$ cat config.mk
export PLATFORM = sky130hd
export DESIGN_NAME = rsr_cell
export DESIGN_NICKNAME = d
export VERILOG_FILES = /design/src/rtl/rsr_pkg.sv /design/src/rtl/rsr_cell.sv
export SDC_FILE = /design/constraint.sdc
export NUM_CORES = 1
export LEC_CHECK = 0
export BUFFER_PORTS_ARGS = -buffer_cell sky130_fd_sc_hd__buf_2
export CAP_MARGIN = 10
export CORE_AREA = 2 2 195 197
export DETAILED_ROUTE_END_ITERATION = 10
export DIE_AREA = 0 0 197 199
export MAX_ROUTING_LAYER = met4
export PLACE_DENSITY = 0.48
export SETUP_SLACK_MARGIN = 0.15
export SYNTH_ARGS = -nofsm -noshare
export SYNTH_HDL_FRONTEND = slang
export SYNTH_SLANG_ARGS = --single-unit
$ cat constraint.sdc
create_clock -name i_clk -period 12.8 [get_ports i_clk]
set_input_delay 1.92 -clock i_clk [delete_from_list [all_inputs] [get_ports i_clk]]
set_output_delay 1.92 -clock i_clk [all_outputs]
set_load 0.1 [all_outputs]
$ cat src/rtl/rsr_pkg.sv
// Package for the record sort and rank block: record type, widths, cell control.
package rsr_pkg;

    localparam int ID_W    = 31;
    localparam int NAME_W  = 64;
    localparam int SCORE_W = 16;
    localparam int RANK_W  = 7;
    localparam int MAX_RECORDS_DEF = 64;

    typedef struct packed {
        logic [ID_W-1:0]    id;
        logic [NAME_W-1:0]  name;
        logic [SCORE_W-1:0] score;
    } t_rec;

    // Per-cycle command broadcast to every cell
    typedef struct packed {
        logic load;   // insert the incoming word into the sorted row
        logic setup;  // copy own score into the ring, clear the count
        logic rank;   // rotate the ring one place and count higher scores
        logic shift;  // move every record one place toward cell 0
    } t_cell_ctl;

endpackage

$ cat src/rtl/rsr_cell.sv
// One cell of the row: holds one record, its rank count and one ring slot.
module rsr_cell (
    input  logic                        i_clk,
    input  logic                        i_rst_n,
    input  rsr_pkg::t_cell_ctl          i_ctl,
    input  rsr_pkg::t_rec               i_new,
    input  rsr_pkg::t_rec               i_left_rec,
    input  logic                        i_left_vld,
    input  logic                        i_left_ins,
    input  rsr_pkg::t_rec               i_right_rec,
    input  logic                        i_right_vld,
    input  logic [rsr_pkg::RANK_W-1:0]  i_right_cnt,
    input  logic [rsr_pkg::SCORE_W-1:0] i_ring_score,
    input  logic                        i_ring_vld,
    output rsr_pkg::t_rec               o_rec,
    output logic                        o_vld,
    output logic                        o_ins,
    output logic [rsr_pkg::RANK_W-1:0]  o_cnt,
    output logic [rsr_pkg::SCORE_W-1:0] o_ring_score,
    output logic                        o_ring_vld
);

    rsr_pkg::t_rec               r_rec;
    logic                        r_vld;
    logic [rsr_pkg::RANK_W-1:0]  r_cnt;
    logic [rsr_pkg::SCORE_W-1:0] r_ring_score;
    logic                        r_ring_vld;
    logic                        new_first;

    // New word sorts ahead of the held one: lower id, or same id and higher score
    assign new_first = (i_new.id < r_rec.id) ||
                       ((i_new.id == r_rec.id) && (i_new.score > r_rec.score));
    assign o_ins     = !r_vld || new_first;

    always_ff @(posedge i_clk) begin
        if (!i_rst_n) begin
            r_vld <= 1'b0;
        end else if (i_ctl.load && o_ins) begin
            r_vld <= i_left_ins ? i_left_vld : 1'b1;
        end else if (i_ctl.shift) begin
            r_vld <= i_right_vld;
        end
    end

    // Hold payload, open a gap for the new word, advance toward the head, or set up and rotate the ring
    always_ff @(posedge i_clk) begin
        if (i_ctl.load && o_ins) begin
            r_rec <= i_left_ins ? i_left_rec : i_new;
        end else if (i_ctl.shift) begin
            r_rec <= i_right_rec;
            r_cnt <= i_right_cnt;
        end else if (i_ctl.setup) begin
            r_cnt        <= '0;
            r_ring_score <= r_rec.score;
            r_ring_vld   <= r_vld;
        end else if (i_ctl.rank) begin
            if (i_ring_vld && (i_ring_score > r_rec.score))
                r_cnt <= r_cnt + 1'b1;
            r_ring_score <= i_ring_score;
            r_ring_vld   <= i_ring_vld;
        end
    end

    assign o_rec        = r_rec;
    assign o_vld        = r_vld;
    assign o_cnt        = r_cnt;
    assign o_ring_score = r_ring_score;
    assign o_ring_vld   = r_ring_vld;

endmodule

==> run metrics <==
leakage power between 5 and 6 nW; dpl cell area roughly 12,000 um2; type of the most critical hold path reg -> reg; CTS Buffer Depth 2; Worst Hold Launch o_rec[2]; Slew Limit Fails 0; I/O pin count roughly 500; Crit Path Class in -> out; H-tree levels 4; crit-path max cell delay ~600 ps; Worst setup EP type output pin; post-synthesis instance total about 660; complex-gate fraction of the synthesized area 0.04852; sequential element share of the synthesized area 0.4688; Post-synth EDFFs between 100 and 150; Post-CTS Setup Bufs 0; largest cells by area after synthesis edfxtp_1, mux2_2, ha_1; DR vias/cell roughly 4.3; DRT iter0 DRCs between 200 and 250; post-synthesis mux area share 0.3070; Die Wd a little under 200 um; synth-to-layout area growth 41.25%; largest net degree at the start of global routing 66; Max Cap Violations 0; antenna violations before repair 7; vias in the first global route around 7.3k; adder-cell area share of the yosys netlist 0.09215; worst vdd ir 0.09378 mV; RSZ-0062 raised after global routing no; Simple-Gate Fraction of Synth Area 0.03960; XOR/XNOR Fraction of Synth Area 0.005040; R2R setup slack 8390 ps; CTS Hold Buffers Added 0; Primary FF master, synth edfxtp_1; Antenna Violating Nets Remaining 0; DRT Pass-1 Iters 4; Die Height ~200 um; RR Endpoint o_rec[61]; largest area contributor in the netlist edfxtp_1; number of distinct library cells after synthesis 46; FF+latch count, synth roughly 140; routed vias a little over 7k; routed length per instance 18.30 um; yosys warns 0; Fill cells 3,834; clock-pin slew on the worst setup and hold paths 60 ps; total CTS buffers 17; fin nets between 1.5k and 2k; most used cell, CP buf_2; Pwr Density approximately 200 nW/um2; Startpoint Class input port; CTS root buf clkbuf_16; worst hold slack roughly 610 ps; Crit path arrival time about 4200 ps; Placer Congestion 0.8567; Starting Density 0.2340; syn nets ~1.1k; Total GRT Usage 0.1554; Crit Path Max Fanout 3; Sink Count roughly 140; Core Area around 37,000 um2; post-DP HPWL about 24,000 um; Worst Tran Pin Value 1004 ps; Setup Skew about 8.7 ps; Detailed Route WL approximately 30,000 um; Critical R2R Launch o_rec[13]; CP cell instances buf_2 -> ha_1 -> nand4_1 -> nor4_1 -> o21ai_0 -> o211a_1 -> o22ai_1 -> buf_2; row cnt 71; Port-buffer cells 502; CTS tree built; Hold Path Stages 1; mapped cell area 8690 um2; Final Instance Area between 10,000 and 15,000 um2; Setup TNS 0 ps; largest family of logic cells by synthesized area multiplexers; DRC viols 0; final setup vio count 0; total gr overflow 0; post-route minimum period a little over 6000 ps; status finished, final reports clean; full die area 39,200 um2; top cell type's share of synthesized area 0.4665; WP data required about 11,000 ps; Max Clk Rate between 0.15 and 0.2 GHz; Min-Delay Endpoint o_ring_score[2]; critical path startpoint i_new[15]; first-pass GRT wire length between 40,000 and 50,000 um; CP max stage cell nor4_1; layout cell share with drive strength beyond 1 0.6244; Final period util 0.4787; Final Hold Viols 0; r2r worst-path depth 10; syn avg cell area about 13 um2; insertion delay to the later sink of the worst-skew pair between 400 and 500 ps; Slew HR 0.3267; post-cts sizing count 0; share of flip-flops with an asynchronous set or reset 0
registers in the layout (all words and copies together) (netlist names):
name          count
o_vld             1
o_ring_score     16
o_cnt             7
o_ring_vld        1
o_rec           111
per-stage QoR:
step                      setup WS, ps  total power [mW]  utilization  cells
final                             6673             2.489       0.3305   1645
after detailed placement          6592             2.025       0.3151   1608
after global routing              6406             2.601       0.3305   1645
after global placement            6572             2.024       0.3151   1608
after CTS                         6588             2.525       0.3302   1640
after floorplan                   6211             1.765            -    657
synth_stat cells, drive strengths merged, types with 4 or more instances:
cell / instances
mux2: 236
edfxtp: 135
ha: 64
inv: 52
a21oi: 24
nand2: 21
clkbuf: 16
buf: 14
o21ai: 13
nand4: 12
nand3: 11
nor2: 9
a22o: 4
nand2b: 4
xnor2: 4
cell families (layout without fill, tap and decap cells):
kind of cell,after synthesis,in the layout
AO/OA/AOI/OAI,64,64
buffers and inverters,82,591
adder cells (fa/ha/maj),64,64
other,0,5
AND/OR/NAND/NOR,69,69
multiplexers,237,237
flip-flops,136,136
XOR/XNOR,5,5
per-layer routing:
layer	vias up	share of wire	GRT usage	routed length (um)
met5	-	0	-	0
met4	0	0.022	0.05904	663
met3	35	0.061	0.03611	1823
li1	3494	-	-	-
met2	293	0.49	0.2552	14840
met1	3325	0.42	0.1856	12780
critical path: cells and delay by family:
family | cells | cell delay [ps]
AND/OR/NAND/NOR | 2 | 740
AO/OA/AOI/OAI | 3 | 630
buffers and inverters | 2 | 590
adder cells (fa/ha/maj) | 1 | 310
cell usage in the layout, fill, tap and decap left out, types with 2 or more instances in the layout:
cell type     n
xnor2_1       4
buf_2       501
clkinv_1      3
mux2_1       46
nand4_1      12
diode_2       5
clkinvlp_4    5
o211ai_1      3
nor2b_1       3
clkbuf_16    17
mux2_2      190
inv_1        52
o21ai_0      13
nor2_1        9
clkinv_2      3
ha_1         64
bufinv_16     2
nor4_1        3
nand2_1      21
a22o_1        4
edfxtp_1    135
a21o_1        3
a21oi_1      24
nand2b_1      4
buf_4         6
o31ai_1       3
nand3_1      11
report_power, final:
| group | internal (mW) | switching, mW |
|---|---|---|
| logic | 0.286 | 1.03 |
| clock network | 0.284 | 0.200 |
| registers | 0.637 | 0.0484 |
area by class of cell:
type,count,area [um2],share of cell area
Sequential cell,136,4074,0.3319
Tap cell,474,593.1,0.04832
Multi-Input combinational cell,439,4285,0.3491
Clock buffer,18,429.2,0.03496
Clock inverter,14,132.6,0.01081
Timing Repair Buffer,507,2552,0.2080
Antenna cell,5,12.51,0.001019
Inverter,52,195.2,0.01590
how the worst max path moves through the flow:
stage | endpoint | slack [ps] | cells after the start
3_5_place_dp | o_ins | 6590 | 8
6_report | o_ins | 6670 | 8
3_3_place_gp | o_ins | 6570 | 8
2_1_floorplan | o_ins | 6210 | 6
5_1_grt | o_ins | 6410 | 8
4_1_cts | o_ins | 6590 | 8
(Power assumes the default switching activity.)
